$ cat config.mk
export PLATFORM = sky130hd
export DESIGN_NAME = arnr_out_skid
export DESIGN_NICKNAME = d
export VERILOG_FILES = /design/src/rtl/arnr_pkg.sv /design/src/rtl/arnr_out_skid.sv
export SDC_FILE = /design/constraint.sdc
export NUM_CORES = 1
export LEC_CHECK = 0
export BUFFER_PORTS_ARGS = -buffer_cell sky130_fd_sc_hd__buf_2
export CAP_MARGIN = 15
export CELL_PAD_IN_SITES_DETAIL_PLACEMENT = 2
export CELL_PAD_IN_SITES_GLOBAL_PLACEMENT = 2
export CORE_MARGIN = 4
export CORE_UTILIZATION = 40
export DETAILED_ROUTE_END_ITERATION = 12
export MAX_ROUTING_LAYER = met4
export PLACE_DENSITY = 0.85
export SLEW_MARGIN = 20
export SYNTH_ARGS = -nofsm -noshare
export SYNTH_HDL_FRONTEND = slang
export SYNTH_SLANG_ARGS = --single-unit
$ cat constraint.sdc
create_clock -name aclk -period 4.4 [get_ports aclk]
set_input_delay 0.88 -clock aclk [delete_from_list [all_inputs] [get_ports aclk]]
set_output_delay 0.88 -clock aclk [all_outputs]
set_load 0.01 [all_outputs]
$ cat src/rtl/arnr_pkg.sv
// Shared types and constants for the nearest-neighbour resampling audio ring.
package arnr_pkg;

    localparam int SAMPLE_BITS    = 16;
    localparam int FRAME_BITS     = 2 * SAMPLE_BITS;
    localparam int DEPTH_BITS     = 13;
    localparam int RATE_BITS      = 17;
    localparam int PHASE_BITS     = 18;
    localparam int CFG_INDEX_BITS = 2;
    localparam int USER_BITS      = 3;

    // Configuration register indexes
    localparam logic [CFG_INDEX_BITS-1:0] REG_RING_DEPTH  = 2'd0;
    localparam logic [CFG_INDEX_BITS-1:0] REG_INPUT_RATE  = 2'd1;
    localparam logic [CFG_INDEX_BITS-1:0] REG_OUTPUT_RATE = 2'd2;

    // Operation codes carried in s_tuser
    localparam logic OP_PUSH = 1'b0;
    localparam logic OP_PULL = 1'b1;

    localparam logic [DEPTH_BITS-1:0] RESET_RING_DEPTH = 13'd4096;
    localparam logic [RATE_BITS-1:0]  RESET_RATE       = 17'd48000;

    typedef enum logic {
        ST_IDLE,
        ST_READ
    } ctrl_state_t;

    typedef struct packed {
        logic                          underrun;
        logic                          ring_full;
        logic                          frame_taken;
        logic signed [SAMPLE_BITS-1:0] out_right;
        logic signed [SAMPLE_BITS-1:0] out_left;
    } result_t;

endpackage

$ cat src/rtl/arnr_out_skid.sv
// Output register with a skid slot, so a waiting result does not block input.
module arnr_out_skid (
    input  logic              aclk,
    input  logic              aresetn,
    input  logic              res_valid,
    input  arnr_pkg::result_t res,
    output logic              slot_free,
    output logic              out_valid,
    input  logic              out_ready,
    output arnr_pkg::result_t out_data
);
    import arnr_pkg::*;

    logic    main_valid_reg, main_valid_next;
    logic    skid_valid_reg, skid_valid_next;
    result_t main_reg, main_next;
    result_t skid_reg, skid_next;
    logic    main_open;

    // Main register can load when empty or when its transaction completes
    assign main_open = !main_valid_reg || out_ready;

    always_comb begin
        main_valid_next = main_valid_reg;
        skid_valid_next = skid_valid_reg;
        main_next       = main_reg;
        skid_next       = skid_reg;
        if (main_open) begin
            if (skid_valid_reg) begin
                main_valid_next = 1'b1;
                main_next       = skid_reg;
                skid_valid_next = res_valid;
                skid_next       = res;
            end else begin
                main_valid_next = res_valid;
                main_next       = res;
            end
        end else if (res_valid) begin
            skid_valid_next = 1'b1;
            skid_next       = res;
        end
    end

    always_ff @(posedge aclk) begin
        if (!aresetn) begin
            main_valid_reg <= 1'b0;
            skid_valid_reg <= 1'b0;
        end else begin
            main_valid_reg <= main_valid_next;
            skid_valid_reg <= skid_valid_next;
        end
    end

    always_ff @(posedge aclk) begin
        main_reg <= main_next;
        skid_reg <= skid_next;
    end

    assign slot_free = !skid_valid_reg;
    assign out_valid = main_valid_reg;
    assign out_data  = main_reg;

endmodule

==> summary.txt <==
Run status
  – Status: completed

Worst setup path
  – Crit-path max cell delay: 0.99 ns
  – R2R setup slack: 2.15 ns
  – Buf+Inv Stages, Crit Path: 2
  – Worst r2r dst: skid_reg[5]
  – Setup Crit Path Kind: flop to primary output
  – Required @ worst endpoint: 3.52 ns
  – CP cell instances: inv_1, buf_2
  – CP endpoint kind: primary output
  – Slowest-stage cell, CP: dfxtp_2
  – Critical Path AT: 1.76 ns
  – Worst path top cell family by delay: flip-flops
  – Critical path startpoint category: flop
  – CP max FO: 39
  – Worst r2r src: skid_valid_reg
  – Cell depth of the worst flop-to-flop path: 3

GRT
  – Initial antenna violation count: 0
  – Largest net degree at the start of global routing: 40
  – Vias in the first global route: 1,581
  – Wire length of the first global-routing pass: 8390 um
  – GRT Residual Overflow: 0
  – Gr usage total: 15.4%

Synth
  – Seq cells post-synth: 72
  – Avg Cell Area, Syn: 22.1 sq um
  – Syn Inst Count: 120
  – Seq/Total Area, Yosys: 80.9%
  – Post-Syn Area: 2650 sq um
  – Yosys warning total: 0
  – Number of distinct library cells after synthesis: 13
  – Syn Nets: 159

Detailed routing
  – # DRC: 0
  – Antenna Violating Nets Remaining: 0
  – Via count: 1,391
  – Vias per std cell: 4.86
  – First drt pass iteration count: 3
  – Wire length per cell: 19.9 um
  – Detailed Route Iter0 Violations: 65
  – WL final: 5690 um

CTS
  – CTS Buf Count: 9
  – Setup bufs post-CTS: 0
  – TritonCTS clock tree: done
  – Htree depth: 3
  – Clock Sinks: 72
  – Worst skew pair latency: 0.34 ns
  – Reg clk slew, reported paths: 0.07 ns
  – Post_cts resized: 0
  – Clock root buffer: clkbuf_8
  – Max Root-Sink Buffers: 2
  – Hold-fix buffers at CTS: 0

Layout
  – Commonest non-fill, non-tap cell in the layout: buf_2
  – Layout cell share with drive strength beyond 1: 61.2%
  – Nets@finish: 243
  – # diodes: 0
  – Most frequent cells in the layout: 75 x buf_2, 70 x edfxtp_1, 29 x mux2_2, 9 x clkbuf_8, 6 x mux2_4
  – Layout overhead on the synthesized area: 25.1%

Floorplanning
  – Die area: 7980 sq um
  – Die H: 89.4 um
  – Initial core utilization: 41.5%
  – Num rows: 29
  – Io pins: 76
  – Core area: 6390 sq um
  – Die width: 89.4 um

Power and ir drop
  – Pleak: 1.26 nW
  – Worst vdd ir: 0.202 mV
  – Power density cells: 430 nW/um^2

Worst hold path
  – Hold crit path type: flop to flop
  – Min-delay src: skid_reg[5]
  – WHS Path Cells: 1
  – Hold EP: out_data[5]

STA
  – Fin crit share: 60.0%
  – Tightest Pin Transition: 0.989 ns
  – Rel. slew slack: 34.1%
  – Fin crit period: 2.64 ns
  – RSZ-0062 raised after global routing: false
  – Endpoints failing hold: 0
  – Clock skew: 0.00462 ns
  – Pins Over Slew Limit: 0
  – Final setup vio count: 0
  – Setup slack after layout: 1.76 ns
  – Fmax: 379 MHz
  – TNS Setup: 0 ns

Placement
  – Hpwl dp: 3970 um
  – Buffers added on ports: 75
  – Place WS: 1.83 ns
  – GP Congestion: 0.688

Run
  – Maxcap violations: 0
-- worst max-delay path by stage --
stage / slack (ns) / startpoint / cells past startpoint / end
floorplan: 1.42 / out_ready / 2 / skid_reg[0]
global placement: 1.89 / skid_valid_reg / 2 / skid_reg[22]
detailed placement: 1.83 / skid_valid_reg / 2 / skid_reg[23]
CTS: 1.72 / skid_valid_reg / 2 / slot_free
global route: 1.62 / skid_valid_reg / 2 / slot_free
finish: 1.76 / skid_valid_reg / 2 / slot_free
-- cell type report --
type / count / area, sq um
Timing Repair Buffer: 77 / 410
Sequential cell: 72 / 2140
Multi-Input combinational cell: 42 / 468
Fill cell: 569 / 3070
Clock inverter: 7 / 62.6
Inverter: 2 / 7.51
Clock buffer: 9 / 124
Tap cell: 77 / 96.3
-- logic make-up (layout without fill, tap and decap cells) --
kind of cell / count (synthesis) / count (layout) / synth area share [%]
muxes: 35 / 35 / 15.7
and+or+nand+nor: 3 / 3 / 0.520
DFF: 72 / 72 / 80.9
AOI/OAI and AO/OA: 4 / 4 / 0.993
buffers and inverters: 6 / 95 / 1.84
-- metal layers --
metal,up-vias,track usage (%),routed length [um]
met5,-,-,0
met4,0,5.68,93
met3,10,4.79,358
met2,48,26.9,3060
met1,692,16.4,2180
li1,641,-,-
-- power breakdown --
group | switching (W) | internal (W) | total [W]
clock network | 0.000239 | 0.000256 | 0.000494
registers | 0.0000148 | 0.000800 | 0.000815
logic | 0.0000594 | 0.0000553 | 0.000115
total | 0.000313 | 0.00111 | 0.00142
-- cells in the mapped netlist, drive strengths merged --
cell type | instances | area (sq um)
nor2b | 1 | 6.26
inv | 2 | 7.51
dfxtp | 2 | 40.0
buf | 4 | 41.3
edfxtp | 70 | 2100
o21ai | 2 | 10.0
o31a | 1 | 8.76
mux2 | 35 | 417
a21boi | 1 | 7.51
nand2 | 2 | 7.51
-- through the flow --
stage | cell area, sq um | hold WS, ns | power, W | utilization (%) | cells
3_3_place_gp | 3100 | 0.528 | 0.000936 | 48.5 | 269
5_1_grt | 3310 | 0.562 | 0.00148 | 51.9 | 286
4_1_cts | 3280 | 0.550 | 0.00145 | 51.4 | 285
2_1_floorplan | 2650 | 0.523 | 0.000881 | - | 120
3_5_place_dp | 3100 | 0.536 | 0.000945 | 48.5 | 269
6_report | 3310 | 0.546 | 0.00142 | 51.9 | 286
No activity file was read; power rests on OpenSTA's default activity.
