**src/rtl/arnr_pkg.sv**
```systemverilog
// Shared types and constants for the nearest-neighbour resampling audio ring.
package arnr_pkg;

    localparam int SAMPLE_BITS    = 16;
    localparam int FRAME_BITS     = 2 * SAMPLE_BITS;
    localparam int DEPTH_BITS     = 13;
    localparam int RATE_BITS      = 17;
    localparam int PHASE_BITS     = 18;
    localparam int CFG_INDEX_BITS = 2;
    localparam int USER_BITS      = 3;

    // Configuration register indexes
    localparam logic [CFG_INDEX_BITS-1:0] REG_RING_DEPTH  = 2'd0;
    localparam logic [CFG_INDEX_BITS-1:0] REG_INPUT_RATE  = 2'd1;
    localparam logic [CFG_INDEX_BITS-1:0] REG_OUTPUT_RATE = 2'd2;

    // Operation codes carried in s_tuser
    localparam logic OP_PUSH = 1'b0;
    localparam logic OP_PULL = 1'b1;

    localparam logic [DEPTH_BITS-1:0] RESET_RING_DEPTH = 13'd4096;
    localparam logic [RATE_BITS-1:0]  RESET_RATE       = 17'd48000;

    typedef enum logic {
        ST_IDLE,
        ST_READ
    } ctrl_state_t;

    typedef struct packed {
        logic                          underrun;
        logic                          ring_full;
        logic                          frame_taken;
        logic signed [SAMPLE_BITS-1:0] out_right;
        logic signed [SAMPLE_BITS-1:0] out_left;
    } result_t;

endpackage

```
**src/rtl/arnr_ring_ctrl.sv**
```systemverilog
// Ring indices, phase accumulator, configuration registers and sequencer.
module arnr_ring_ctrl #(
    parameter int MAX_FRAMES = 4096,
    parameter int AW         = 12,
    parameter int CW         = 13
) (
    input  logic                                aclk,
    input  logic                                aresetn,
    // configuration writes
    input  logic                                cfg_valid,
    input  logic [arnr_pkg::CFG_INDEX_BITS-1:0] cfg_index,
    input  logic [arnr_pkg::RATE_BITS-1:0]      cfg_data,
    // input transactions
    input  logic                                in_valid,
    output logic                                in_ready,
    input  logic                                in_op,
    input  logic [arnr_pkg::SAMPLE_BITS-1:0]    in_left,
    input  logic [arnr_pkg::SAMPLE_BITS-1:0]    in_right,
    // results towards the output stage
    input  logic                                slot_free,
    output logic                                res_valid,
    output arnr_pkg::result_t                   res,
    // frame store port
    output logic                                ram_en,
    output logic                                ram_we,
    output logic [AW-1:0]                       ram_addr,
    output logic [arnr_pkg::FRAME_BITS-1:0]     ram_wdata,
    input  logic [arnr_pkg::FRAME_BITS-1:0]     ram_rdata
);
    import arnr_pkg::*;

    localparam int DW = (CW > DEPTH_BITS) ? CW : DEPTH_BITS;
    localparam int RESET_DEPTH_INT = (MAX_FRAMES < 4096) ? MAX_FRAMES : 4096;
    localparam logic [CW-1:0] RESET_DEPTH = CW'(RESET_DEPTH_INT);
    localparam logic [DW-1:0] MAX_DEPTH   = DW'(MAX_FRAMES);

    ctrl_state_t state_reg, state_next;

    logic [CW-1:0]         depth_reg, depth_next;
    logic [RATE_BITS-1:0]  in_rate_reg, in_rate_next;
    logic [RATE_BITS-1:0]  out_rate_reg, out_rate_next;
    logic [AW-1:0]         wr_idx_reg, wr_idx_next;
    logic [AW-1:0]         rd_idx_reg, rd_idx_next;
    logic [AW-1:0]         guard_reg, guard_next;
    logic [PHASE_BITS-1:0] phase_reg, phase_next;

    logic                  accept, push_go, pull_go;
    logic                  depth_on, is_full, same_rate, push_ok;
    logic                  ph_write, ph_taken;
    logic [PHASE_BITS-1:0] phase_add, phase_sub;
    logic                  push_write, push_taken, pull_empty, pull_read;
    logic [DW-1:0]         cfg_depth_ext;
    logic [CW-1:0]         cfg_depth_eff;
    logic [CW-1:0]         wr_inc, rd_inc;

    // Decode of the offered transaction
    assign accept   = in_valid && in_ready;
    assign push_go  = accept && (in_op == OP_PUSH);
    assign pull_go  = accept && (in_op == OP_PULL);
    assign depth_on = (depth_reg != '0);
    assign is_full  = (wr_idx_reg == guard_reg);
    assign same_rate = (in_rate_reg == out_rate_reg);
    assign push_ok  = push_go && depth_on && !is_full;

    // Nearest-neighbour phase: write a copy below threshold, take at or above
    assign ph_write  = ({1'b0, out_rate_reg} > phase_reg);
    assign phase_add = ph_write ? (phase_reg + PHASE_BITS'(in_rate_reg)) : phase_reg;
    assign ph_taken  = (phase_add >= {1'b0, out_rate_reg});
    assign phase_sub = ph_taken ? (phase_add - PHASE_BITS'(out_rate_reg)) : phase_add;

    assign push_write = push_ok && (same_rate || ph_write);
    assign push_taken = push_ok && (same_rate || ph_taken);
    assign pull_empty = !depth_on || (rd_idx_reg == wr_idx_reg);
    assign pull_read  = pull_go && !pull_empty;

    // Depth written above the store size saturates
    assign cfg_depth_ext = DW'(cfg_data[DEPTH_BITS-1:0]);
    assign cfg_depth_eff = (cfg_depth_ext > MAX_DEPTH) ? CW'(MAX_DEPTH) : CW'(cfg_depth_ext);

    assign wr_inc = CW'(wr_idx_reg) + CW'(1);
    assign rd_inc = CW'(rd_idx_reg) + CW'(1);

    // Register and index update
    always_comb begin
        depth_next    = depth_reg;
        in_rate_next  = in_rate_reg;
        out_rate_next = out_rate_reg;
        wr_idx_next   = wr_idx_reg;
        rd_idx_next   = rd_idx_reg;
        guard_next    = guard_reg;
        phase_next    = phase_reg;

        if (push_write) begin
            wr_idx_next = (wr_inc >= depth_reg) ? '0 : wr_inc[AW-1:0];
        end
        if (push_ok && !same_rate) begin
            phase_next = phase_sub;
        end
        if (pull_read) begin
            guard_next  = rd_idx_reg;
            rd_idx_next = (rd_inc >= depth_reg) ? '0 : rd_inc[AW-1:0];
        end

        if (cfg_valid) begin
            unique case (cfg_index)
                REG_RING_DEPTH: begin
                    depth_next  = cfg_depth_eff;
                    wr_idx_next = '0;
                    rd_idx_next = '0;
                    guard_next  = (cfg_depth_eff == '0) ? '0 :
                                  AW'(cfg_depth_eff - CW'(1));
                end
                REG_INPUT_RATE:  in_rate_next  = cfg_data;
                REG_OUTPUT_RATE: out_rate_next = cfg_data;
                default: ;
            endcase
        end
    end

    // Sequencer next state
    always_comb begin
        state_next = state_reg;
        unique case (state_reg)
            ST_IDLE: if (pull_read) state_next = ST_READ;
            ST_READ: state_next = ST_IDLE;
            default: state_next = ST_IDLE;
        endcase
    end

    // Sequencer outputs
    always_comb begin
        in_ready  = 1'b0;
        res_valid = 1'b0;
        res       = '0;
        unique case (state_reg)
            ST_IDLE: begin
                in_ready        = slot_free;
                res_valid       = accept && !pull_read;
                res.frame_taken = push_taken;
                res.ring_full   = push_go && depth_on && is_full;
                res.underrun    = pull_go && pull_empty;
            end
            ST_READ: begin
                res_valid     = 1'b1;
                res.out_left  = ram_rdata[SAMPLE_BITS-1:0];
                res.out_right = ram_rdata[FRAME_BITS-1:SAMPLE_BITS];
            end
            default: ;
        endcase
    end

    // Frame store access
    assign ram_en    = push_write || pull_read;
    assign ram_we    = push_write;
    assign ram_addr  = push_write ? wr_idx_reg : rd_idx_reg;
    assign ram_wdata = {in_right, in_left};

    always_ff @(posedge aclk) begin
        if (!aresetn) begin
            state_reg    <= ST_IDLE;
            depth_reg    <= RESET_DEPTH;
            in_rate_reg  <= RESET_RATE;
            out_rate_reg <= RESET_RATE;
            wr_idx_reg   <= '0;
            rd_idx_reg   <= '0;
            guard_reg    <= AW'(RESET_DEPTH - CW'(1));
            phase_reg    <= '0;
        end else begin
            state_reg    <= state_next;
            depth_reg    <= depth_next;
            in_rate_reg  <= in_rate_next;
            out_rate_reg <= out_rate_next;
            wr_idx_reg   <= wr_idx_next;
            rd_idx_reg   <= rd_idx_next;
            guard_reg    <= guard_next;
            phase_reg    <= phase_next;
        end
    end

endmodule

```
**config.mk**
```make
export PLATFORM = sky130hd
export DESIGN_NAME = arnr_ring_ctrl
export DESIGN_NICKNAME = d
export VERILOG_FILES = /design/src/rtl/arnr_pkg.sv /design/src/rtl/arnr_ring_ctrl.sv
export SDC_FILE = /design/constraint.sdc
export NUM_CORES = 1
export LEC_CHECK = 0
export BUFFER_PORTS_ARGS = -buffer_cell sky130_fd_sc_hd__clkbuf_2
export CORE_MARGIN = 2
export CORE_UTILIZATION = 33
export CTS_CLUSTER_SIZE = 12
export DETAILED_ROUTE_END_ITERATION = 10
export GPL_TIMING_DRIVEN = 0
export SLEW_MARGIN = 40
export SYNTH_ARGS = -nofsm -noshare
export SYNTH_HDL_FRONTEND = slang
export SYNTH_SLANG_ARGS = --single-unit
```
**constraint.sdc**
```tcl
create_clock -name aclk -period 12.9 [get_ports aclk]
set_clock_uncertainty 0.2 [all_clocks]
set_input_delay 2.58 -clock aclk [delete_from_list [all_inputs] [get_ports aclk]]
set_output_delay 2.58 -clock aclk [all_outputs]
set_load 0.02 [all_outputs]
```
==> results of run 1 <==
[routing by layer]
layer  global-route usage  vias up  wire [um]
met1                0.249     3831      12300
met3               0.0250       27       1190
li1                     -     4197          -
met4               0.0513        0        478
met5                    0        -          0
met2                0.330      204      12800
[power by group through the flow]
stage | combinational, mW | sequential, mW | clock, mW
detailed placement | 0.439 | 0.347 | 0
global placement | 0.434 | 0.347 | 0
global route | 0.490 | 0.341 | 0.288
finish | 0.440 | 0.340 | 0.272
floorplan | 0.341 | 0.342 | 0
CTS | 0.441 | 0.339 | 0.277
[cells in the final DEF, fill, tap and decap left out, types with 7 or more instances in the layout]
cell type  synthesis  layout
nand4_1           18      18
or3_1              9       9
a22o_1             9       9
ha_1              80      80
and2_1            39      39
and3_1            13      13
clkbuf_16          0       9
buf_4             33      33
mux2i_1           30      30
o221ai_1          11      11
clkbuf_1          50      50
inv_1             71      71
buf_2              8       8
xor2_1            35      35
mux2_2            12      12
o21a_1            11      11
clkbuf_2           0     135
o21ai_0           53      53
nor2_1            60      60
nand2_1          115     115
a211oi_1          12      12
nand3_1           35      35
nor3_1            20      20
xnor2_1           56      56
a21o_1             7       7
dfxtp_1          102     102
a21oi_1           86      86
nor2b_1           14      14
o211ai_1          10      10
nand3b_1           7       7
nor4_1            12      12
nand2b_1           9       9
[final cells by class]
class                   instances  share of cell area
diodes                          1            0.000247
plain buffers                  98              0.0519
clock buffers                  11              0.0250
clock inverters                 5             0.00395
inverters                      72              0.0267
multi-input cells             845               0.583
flip-flops and latches        102               0.202
well taps                     335              0.0414
repair buffers                135              0.0667
[cell families after synthesis]
logic type	count (synthesis)	share of synthesized area
AND/OR/NAND/NOR	372	0.216
AO/OA/AOI/OAI	258	0.199
buffers and inverters	170	0.0911
flip-flops	102	0.234
XOR/XNOR	91	0.0912
adder cells (fa/ha/maj)	82	0.119
multiplexers	42	0.0498
[final timing paths]
kind	endpoint	cells past startpoint
max reg2reg	phase_reg[13]	19
min	depth_reg[9]	2
max	res[32]	20
min reg2reg	depth_reg[9]	2
[worst max-delay path, delay by kind of cell (launching register included)]
family	cells	cell delay (ns)
compound gates	6	1.48
fa+ha+maj	2	0.67
buf+inv	5	0.86
flops	1	0.37
simple gates	7	1.58
[through the flow]
stage / hold WS (ns) / utilization / instance area, um^2 / setup slack, ns
final: 0.276 / 0.389 / 10100 / 4.78
after global routing: 0.321 / 0.389 / 10100 / 4.42
after CTS: 0.281 / 0.389 / 10100 / 4.79
after detailed placement: 0.271 / 0.377 / 9830 / 5.19
after global placement: 0.264 / 0.377 / 9830 / 5.17
after floorplan: 0.245 / - / 8740 / 5.74
==> key figures, run 1 <==
Pwr
  – Internal power contribution: 0.660 mW
  – Sw power: 0.392 mW
  – Share of total power in sequential cells: 0.323
  – Clock Power Share: 0.259
  – Worst voltage drop across the vdd grid: 102 uV
  – Total power per unit cell area: 104 nW/um^2
  – Combinational fraction of design power: 0.418
  – Switch share: 0.372
  – Static leakage: 4.37 nW
  – Sum of internal, switching and leakage power: 1.05 mW

Job
  – Maximum capacitance violations: 0

STA
  – Fmax achieved: 0.123 GHz
  – Slew headroom: 0.465
  – Minimum clock period after layout: 8.12 ns
  – Setup repair after global routing missed its margin: no
  – Setup violators final: 0
  – Final Cycle Share: 0.629
  – Final total negative setup slack: 0 ns
  – Worst Max-Slew Pin Slew: 0.794 ns
  – Pins Over Slew Limit: 0
  – Final hold violation count: 0

Floorplan
  – Starting utilization of the core area: 0.335
  – Number of I/O pins: 172
  – Die width: 167 um
  – Site row count: 59
  – Core area: 26100 um^2
  – DIE HEIGHT: 167 um
  – Floorplan die area: 27800 um^2

Yosys
  – Count of state elements after synthesis: 102
  – Yosys synthesis warning count: 0
  – Most frequently used cell type in the post-synthesis netlist: nand2_1
  – Cell type with the largest total area after synthesis: dfxtp_1
  – Post-synth top flop: dfxtp_1
  – Register area share after synthesis: 0.234
  – Mean cell area of the mapped netlist: 7.82 um^2
  – Synth top cells by count: nand2_1 (115), dfxtp_1 (102), a21oi_1 (86)
  – Distinct cells, synth: 82
  – Combined area of all synthesized cells: 8740 um^2
  – Synth area leaders: dfxtp_1 (23%), ha_1 (11%), xnor2_1 (5.6%), nand2_1 (4.9%), a21oi_1 (4.9%)
  – Share of the synthesized area in the top cell type: 0.234
  – Syn nets: 1288
  – Post-synthesis async set-or-reset flop share: 0
  – Syn Inst Count: 1117
  – Number of enable-type register cells in the synthesized netlist: 0

Layout
  – Fraction of layout instances using a drive strength above 1: 0.185
  – Combined area of the multi-input logic cells: 5900 um^2
  – Filler-free cell count of the finished design: 1604
  – Count of nets after finishing: 1434
  – Number of fillers in the final layout: 2738
  – Max reg flops: 18
  – Area growth, synth to finish: 15.9%
  – Combined flip-flop and latch cell area: 2040 um^2

CTS
  – Number of buffers inserted by post-CTS setup repair: 0
  – Cts bufs inserted: 9
  – Number of clock sinks: 102
  – Clock Path Buffers: 2
  – Resized cells post-CTS: 0
  – Clock transition at path regs: 0.07 ns
  – Count of hold buffers inserted by post-cts repair: 0
  – Clock insertion delay at the later pin of the skew report: 0.36 ns
  – TritonCTS clock tree: built
  – CTS HTree Levels: 3
  – CTS Root Cell: clkbuf_16

Hold path
  – Hold path startpoint: depth_reg[9]
  – Type of the tightest min-delay check: reg2reg

Global route
  – First-pass GRT wire length: 42600 um
  – Initial antenna violation count: 1
  – Pin count of the biggest net entering global routing: 18
  – Vias in the first global route: 7891
  – Overall Global Routing Usage: 0.190
  – Leftover overflow at the end of global routing: 0

Setup path
  – Ordered list of cells on the worst path: inv_1 > ha_1 > nand4b_1 > nor2_1 > nand4_1 > o21ai_0 > nand2_2 > clkbuf_1 > o21ai_0 > ha_1 > and3_1 > a221oi_2 > o311ai_4 > nor2_2 > o311ai_2 > nand3b_4 > buf_4 > inv_1 > a21oi_1 > clkbuf_2
  – Cell type of the slowest stage on the worst timing path: a221oi_2
  – R2r startpoint: phase_reg[15]
  – Worst setup path startpoint: phase_reg[15]
  – Endpoint kind of the worst setup timing path: output pin
  – Crit Path Max Fanout: 10
  – Crit path DAT: 5.34 ns
  – Kind of critical path: reg2out
  – Peak per-stage delay on the critical path: 0.44 ns
  – Required time of the critical path: 10.12 ns
  – Kind of start point of the critical path: flop
  – Reg2reg setup slack: 7.61 ns

Routing
  – Number of design-rule violations left by the first detailed-router iteration: 517
  – Total iterations of the first detailed-routing run: 5
  – ANT nets after route: 0
  – Wirelength, routed: 26800 um
  – WL per Instance: 16.7 um
  – Routed vias: 8259
  – Vias per std cell: 5.15
  – Detailed-route DRC error count: 0

Placed design
  – GP Congestion: 0.944
  – Cell total after placement: 1587
  – PortBufs: 135
  – HPWL after detailed placement: 21700 um

Status
  – Run status: finished clean
Note: power is estimated with default switching activity, not from simulation.
==> run 2: changes to the inputs <==
clock period = 7.35 ns   (was 12.9 ns; I/O delays follow)
==> run 2 against run 1 <==
  * Register-to-register slack got worse by 5.5 ns
  * Flip-flop and latch count stayed put
  * Final cell count stayed put
  * Largest cell class unchanged
  * Global-route usage unchanged
  * Wire length unchanged
==> key figures, run 2 (synthesis results as in run 1) <==
Global route
  – Vias in the first global route: 7891 (unchanged)
  – Pin count of the biggest net entering global routing: 18 (unchanged)
  – First-pass GRT wire length: 42600 um (unchanged)
  – Leftover overflow at the end of global routing: 0 (unchanged)
  – GR Util met2: 0.330 (unchanged)
  – Met1 GRT Util: 0.249 (unchanged)
  – Overall Global Routing Usage: 0.190 (unchanged)
  – Initial antenna violation count: 1 (unchanged)
  – Global routing usage on met3: 0.0250 (unchanged)
  – Most used routing layer: met2

Routing
  – Number of design-rule violations left by the first detailed-router iteration: 517 (unchanged)
  – WL per Instance: 16.7 um (unchanged)
  – ANT nets after route: 0 (unchanged)
  – Wirelength, routed: 26800 um (unchanged)
  – Vias per std cell: 5.16 (+0.17%)
  – Detailed-route DRC error count: 0 (unchanged)
  – Total iterations of the first detailed-routing run: 5 (unchanged)
  – Routed vias: 8273 (+0.17%)

Layout
  – Post-route cell area: 10100 um^2 (unchanged)
  – Filler-free cell count of the finished design: 1604 (unchanged)
  – Combined area of the multi-input logic cells: 5900 um^2 (unchanged)
  – Leading cell types in the layout, fill and taps excluded: clkbuf_2 (135), nand2_1 (115), dfxtp_1 (102)
  – Count of nets after finishing: 1434 (unchanged)
  – Number of fillers in the final layout: 2738 (unchanged)
  – Most common cell after layout, fill and taps aside: clkbuf_2
  – Max reg flops: 18 (unchanged)
  – Combined flip-flop and latch cell area: 2040 um^2 (unchanged)
  – Area growth, synth to finish: 15.9% (unchanged)
  – Fraction of layout instances using a drive strength above 1: 0.185 (unchanged)

CTS
  – Number of buffers inserted by post-CTS setup repair: 0 (unchanged)
  – Number of clock sinks: 102 (unchanged)
  – CTS Root Cell: clkbuf_16
  – Clock insertion delay at the later pin of the skew report: 0.36 ns (about the same)
  – Clock Path Buffers: 2 (unchanged)
  – CTS HTree Levels: 3 (unchanged)
  – TritonCTS clock tree: built
  – Clock transition at path regs: 0.07 ns (about the same)
  – Resized cells post-CTS: 0 (unchanged)
  – Count of hold buffers inserted by post-cts repair: 0 (unchanged)
  – Cts bufs inserted: 9 (unchanged)

Placed design
  – HPWL after detailed placement: 21700 um (unchanged)
  – Cell total after placement: 1587 (unchanged)
  – Post-detailed-placement cell area: 9830 um^2 (unchanged)
  – GP Congestion: 0.944 (unchanged)
  – PortBufs: 135 (unchanged)

STA
  – Final Cycle Share: 0.951
  – Fmax achieved: 0.143 GHz
  – Setup violators final: 0 (unchanged)
  – Pins Over Slew Limit: 0 (unchanged)
  – Final total negative setup slack: 0 ns (unchanged)
  – Slew headroom: 0.465 (unchanged)
  – Worst Max-Slew Pin Slew: 0.794 ns (unchanged)
  – Final hold violation count: 0 (unchanged)
  – Worst hold margin: 0.276 ns (unchanged)
  – Setup repair after global routing missed its margin: no
  – Minimum clock period after layout: 6.99 ns

Floorplan
  – Floorplan die area: 27800 um^2 (unchanged)
  – DIE HEIGHT: 167 um (unchanged)
  – Die width: 167 um (unchanged)
  – Starting utilization of the core area: 0.335 (unchanged)
  – Number of I/O pins: 172 (unchanged)
  – Site row count: 59 (unchanged)
  – Core area: 26100 um^2 (unchanged)

Hold path
  – Number of cells on the worst hold path: 2 (unchanged)
  – Type of the tightest min-delay check: reg2reg

Status
  – Run status: finished clean

Pwr
  – Worst voltage drop across the vdd grid: 179 uV (+75%)
  – Sum of internal, switching and leakage power: 1.85 mW (+75%)
  – Static leakage: 4.37 nW (about the same)
  – Total power per unit cell area: 182 nW/um^2 (+75%)

Setup path
  – R2r startpoint: phase_reg[15]
  – Kind of start point of the critical path: flop
  – Reg2reg setup slack: 2.08 ns (-5.53 ns)
  – Crit Path Max Fanout: 10 (unchanged)
  – Endpoint kind of the worst setup timing path: output pin
  – Required time of the critical path: 5.68 ns (-4.44 ns)
  – Worst setup path startpoint: phase_reg[15]
  – Crit path DAT: 5.32 ns (-0.02 ns)
  – Worst setup endpoint: res[32]
  – R2R depth: 19 (unchanged)
  – Kind of critical path: reg2out
  – Endpoint of the lowest-slack register-to-register path: phase_reg[13]

Job
  – Maximum capacitance violations: 0 (unchanged)
[run 2: worst min-delay path by stage]
stage,start,to,slack [ns]
floorplan,depth_reg[11],depth_reg[11],0.24
global placement,depth_reg[9],depth_reg[9],0.26
detailed placement,depth_reg[9],depth_reg[9],0.27
CTS,depth_reg[9],depth_reg[9],0.28
global route,depth_reg[9],depth_reg[9],0.32
finish,depth_reg[9],depth_reg[9],0.28
[run 2: cell type report]
| cell class | count | share of cell area |
|---|---|---|
| clock inverters | 5 | 0.00395 |
| inverters | 72 | 0.0267 |
| clock buffers | 11 | 0.0250 |
| multi-input cells | 845 | 0.583 |
| plain buffers | 98 | 0.0519 |
| flip-flops and latches | 102 | 0.202 |
| well taps | 335 | 0.0414 |
| repair buffers | 135 | 0.0667 |
| diodes | 1 | 0.000247 |
[run 2: power by group]
group	total (mW)	switching, mW	internal [mW]
Combinational	0.773	0.440	0.333
Sequential	0.596	0.0223	0.574
Clock	0.478	0.225	0.252
Total	1.85	0.688	1.16
[run 2: critical path, cell delays in order (launching register included)]
cell,delay [ns]
dfxtp_1,0.37
inv_1,0.08
ha_1,0.29
nand4b_1,0.13
nor2_1,0.27
nand4_1,0.25
o21ai_0,0.26
nand2_2,0.30
clkbuf_1,0.35
o21ai_0,0.40
ha_1,0.36
a21o_1,0.24
a221oi_2,0.44
o311ai_4,0.18
nor2_2,0.18
o311ai_2,0.12
nand3b_4,0.22
buf_4,0.21
inv_1,0.06
a21oi_1,0.07
clkbuf_2,0.17
[run 2: stage by stage]
stage               setup slack (ns)   util
floorplan                       1.58      -
global placement               0.729  0.377
global route                  0.0595  0.389
detailed placement             0.751  0.377
CTS                            0.351  0.389
finish                         0.362  0.389
[run 2: per-layer routing]
metal,up-vias,part of all wire
met5,-,0
met4,0,0.018
met3,27,0.045
met2,207,0.48
met1,3839,0.46
li1,4200,-
==> run 3: changes to the inputs <==
CELL_PAD_IN_SITES_DETAIL_PLACEMENT = 0   (was default)
CELL_PAD_IN_SITES_GLOBAL_PLACEMENT = 2   (was default)
CORE_UTILIZATION = 29   (was 33)
PLACE_DENSITY_LB_ADDON = 0.1   (was default)
==> run 3 against run 2 <==
  * Global-route usage grew 0.75 points
  * Critical path type unchanged
  * Fmax grew 2.5%
  * Worst setup slack gained 0.17 ns
==> key figures, run 3 (synthesis results as in run 1) <==
CTS
  – TritonCTS clock tree: built
  – CTS Root Cell: clkbuf_16
  – Clock transition at path regs: 0.07 ns (about the same)
  – Count of hold buffers inserted by post-cts repair: 0 (unchanged)
  – CTS HTree Levels: 3 (unchanged)
  – Clock Path Buffers: 2 (unchanged)
  – Cts bufs inserted: 9 (unchanged)
  – Clock insertion delay at the later pin of the skew report: 0.36 ns (about the same)
  – Number of clock sinks: 102 (unchanged)

Global route
  – Met1 GRT Util: 0.238 (-0.0113)
  – Overall Global Routing Usage: 0.198 (+0.00753)
  – GR Util met2: 0.369 (+0.0398)
  – First-pass GRT wire length: 47400 um (+11%)
  – Initial antenna violation count: 0 (-1)
  – Global routing usage on met3: 0.0238 (-0.00117)
  – Leftover overflow at the end of global routing: 0 (unchanged)
  – Vias in the first global route: 8072 (+2.3%)
  – Most used routing layer: met2
  – Pin count of the biggest net entering global routing: 17 (-1)

Setup path
  – Cell type of the slowest stage on the worst timing path: a2111o_1
  – Crit path buf inv count: 4 (-1)
  – Kind of critical path: reg2out
  – Endpoint kind of the worst setup timing path: output pin
  – Cell family with most CP delay: compound AO/OA/AOI/OAI gates
  – Reg2reg setup slack: 2.31 ns (+0.23 ns)
  – Peak per-stage delay on the critical path: 0.47 ns (+0.03 ns)
  – Crit path DAT: 5.15 ns (-0.17 ns)
  – R2R depth: 15 (-4)
  – Crit Path Max Fanout: 10 (unchanged)
  – R2r startpoint: in_rate_reg[6]
  – Ordered list of cells on the worst path: ha_1 > a21oi_1 > o21ai_0 > a2111o_1 > a211o_1 > clkbuf_1 > nand3_1 > o21ai_1 > ha_1 > and3_1 > a221oi_4 > o311ai_4 > nor2_2 > o311ai_2 > nand3b_4 > buf_4 > inv_1 > a21oi_1 > clkbuf_2
  – Endpoint of the lowest-slack register-to-register path: phase_reg[15]
  – Kind of start point of the critical path: flop
  – Required time of the critical path: 5.68 ns (about the same)

Hold path
  – Hold path startpoint: depth_reg[9]
  – Hold Path End: depth_reg[9]
  – Number of cells on the worst hold path: 2 (unchanged)
  – Type of the tightest min-delay check: reg2reg

Layout
  – Layout Utilization: 0.345 (-0.0440)
  – Most common cell after layout, fill and taps aside: clkbuf_2
  – Post-route cell area: 10200 um^2 (+0.88%)
  – Area growth, synth to finish: 16.9%
  – Count of nets after finishing: 1436 (+0.14%)
  – Count of inserted antenna diode cells: 0 (-1)
  – Max reg flops: 18 (unchanged)
  – Leading cell types in the layout, fill and taps excluded: clkbuf_2 (136), nand2_1 (115), dfxtp_1 (102)
  – Fraction of layout instances using a drive strength above 1: 0.188 (+0.00286)

STA
  – Minimum clock period after layout: 6.82 ns (-0.168 ns)
  – Final total negative setup slack: 0 ns (unchanged)
  – Setup repair after global routing missed its margin: no
  – Pins Over Slew Limit: 0 (unchanged)
  – Worst Max-Slew Pin Slew: 0.792 ns (-0.00128 ns)
  – Final hold violation count: 0 (unchanged)
  – Slew headroom: 0.469 (+0.00433)
  – Final Cycle Share: 0.928 (-0.0228)
  – Setup violators final: 0 (unchanged)
  – Fmax achieved: 0.147 GHz (+2.5%)

Placed design
  – HPWL after detailed placement: 25800 um (+19%)
  – PortBufs: 135 (unchanged)
  – Post-detailed-placement cell area: 9900 um^2 (+0.70%)
  – GP Congestion: 0.861 (-8.8%)

Routing
  – Total iterations of the first detailed-routing run: 5 (unchanged)
  – Vias per std cell: 4.89 (-5.3%)
  – WL per Instance: 18.8 um (+13%)
  – Number of design-rule violations left by the first detailed-router iteration: 493 (-4.6%)
  – ANT nets after route: 0 (unchanged)
  – Detailed-route DRC error count: 0 (unchanged)
  – Wirelength, routed: 31200 um (+16%)
  – Routed vias: 8112 (-1.9%)

Status
  – Run status: finished clean

Job
  – Maximum capacitance violations: 0 (unchanged)

Floorplan
  – Floorplan die area: 31500 um^2 (+13%)
  – Die width: 178 um (+6.5%)
  – Core area: 29600 um^2 (+14%)
  – Number of I/O pins: 172 (unchanged)
  – DIE HEIGHT: 178 um (+6.5%)
  – Starting utilization of the core area: 0.295 (-0.0405)
  – Site row count: 63 (+6.8%)

Pwr
  – Static leakage: 4.37 nW (about the same)
  – Worst voltage drop across the vdd grid: 165 uV (-7.9%)
  – Total power per unit cell area: 182 nW/um^2 (about the same)
==> run 3: cell count changes in the layout (fill, tap and decap cells not counted), moves of 2 or more <==
cell / change
buf_4: +2
inv_6: -3
clkinvlp_4: +2
clkinv_2: +2
clkbuf_8: -2
==> run 3: report_power, final <==
part	switching [mW]	internal (mW)	leakage (nW)
clock	0.233	0.229	0.128
sequential	0.0223	0.574	0.830
combinational	0.463	0.341	3.41
==> run 3: timing repair <==
action                     CTS  global route
setup buffers                0             2
resized for setup            0             7
setup endpoints to repair    0             1
==> run 3: layer usage <==
layer	part of all wire	vias to the layer above
li1	-	4195
met1	0.44	3773
met2	0.52	112
met3	0.020	32
met4	0.022	0
met5	0	-
==> run 3: final cells by class <==
type                            instances  area [um^2]
Clock inverter                          6         38.8
Timing Repair Buffer                  137          691
Fill cell                            3292        19400
Inverter                               72          270
Clock buffer                           10          229
Sequential cell                       102         2040
Tap cell                              390          488
Multi-Input combinational cell        845         5930
Buffer                                 98          527
==> run 3: worst register-to-register path, stage by stage (launching register included) <==
cell and delay, ns:
dfxtp_1 0.36, ha_1 0.37, a211o_1 0.32, or3_1 0.33, o211ai_2 0.36, mux2i_1 0.15
a2111oi_2 0.41, mux2i_1 0.17, ha_1 0.34, and2_1 0.21, a221o_1 0.40, or4_1 0.60
and2_1 0.20, a41o_1 0.24, o21ai_0 0.15, a31oi_1 0.09
==> run 3: how the worst max path moves through the flow <==
stage	depth (start not counted)	startpoint	end
after floorplan	19	phase_reg[7]	res[32]
after global placement	20	phase_reg[15]	res[32]
after detailed placement	20	phase_reg[13]	res[32]
after CTS	20	phase_reg[13]	res[32]
after global routing	20	phase_reg[0]	res[32]
final	19	out_rate_reg[5]	res[32]
==> run 3: per-stage QoR <==
stage	setup WS [ns]	instances	hold WS [ns]	total power, mW
2_1_floorplan	1.58	1117	0.245	1.20
3_3_place_gp	0.481	1642	0.264	1.41
3_5_place_dp	0.484	1642	0.276	1.41
4_1_cts	0.0659	1658	0.285	1.88
5_1_grt	0.136	1660	0.309	1.99
6_report	0.530	1660	0.288	1.86
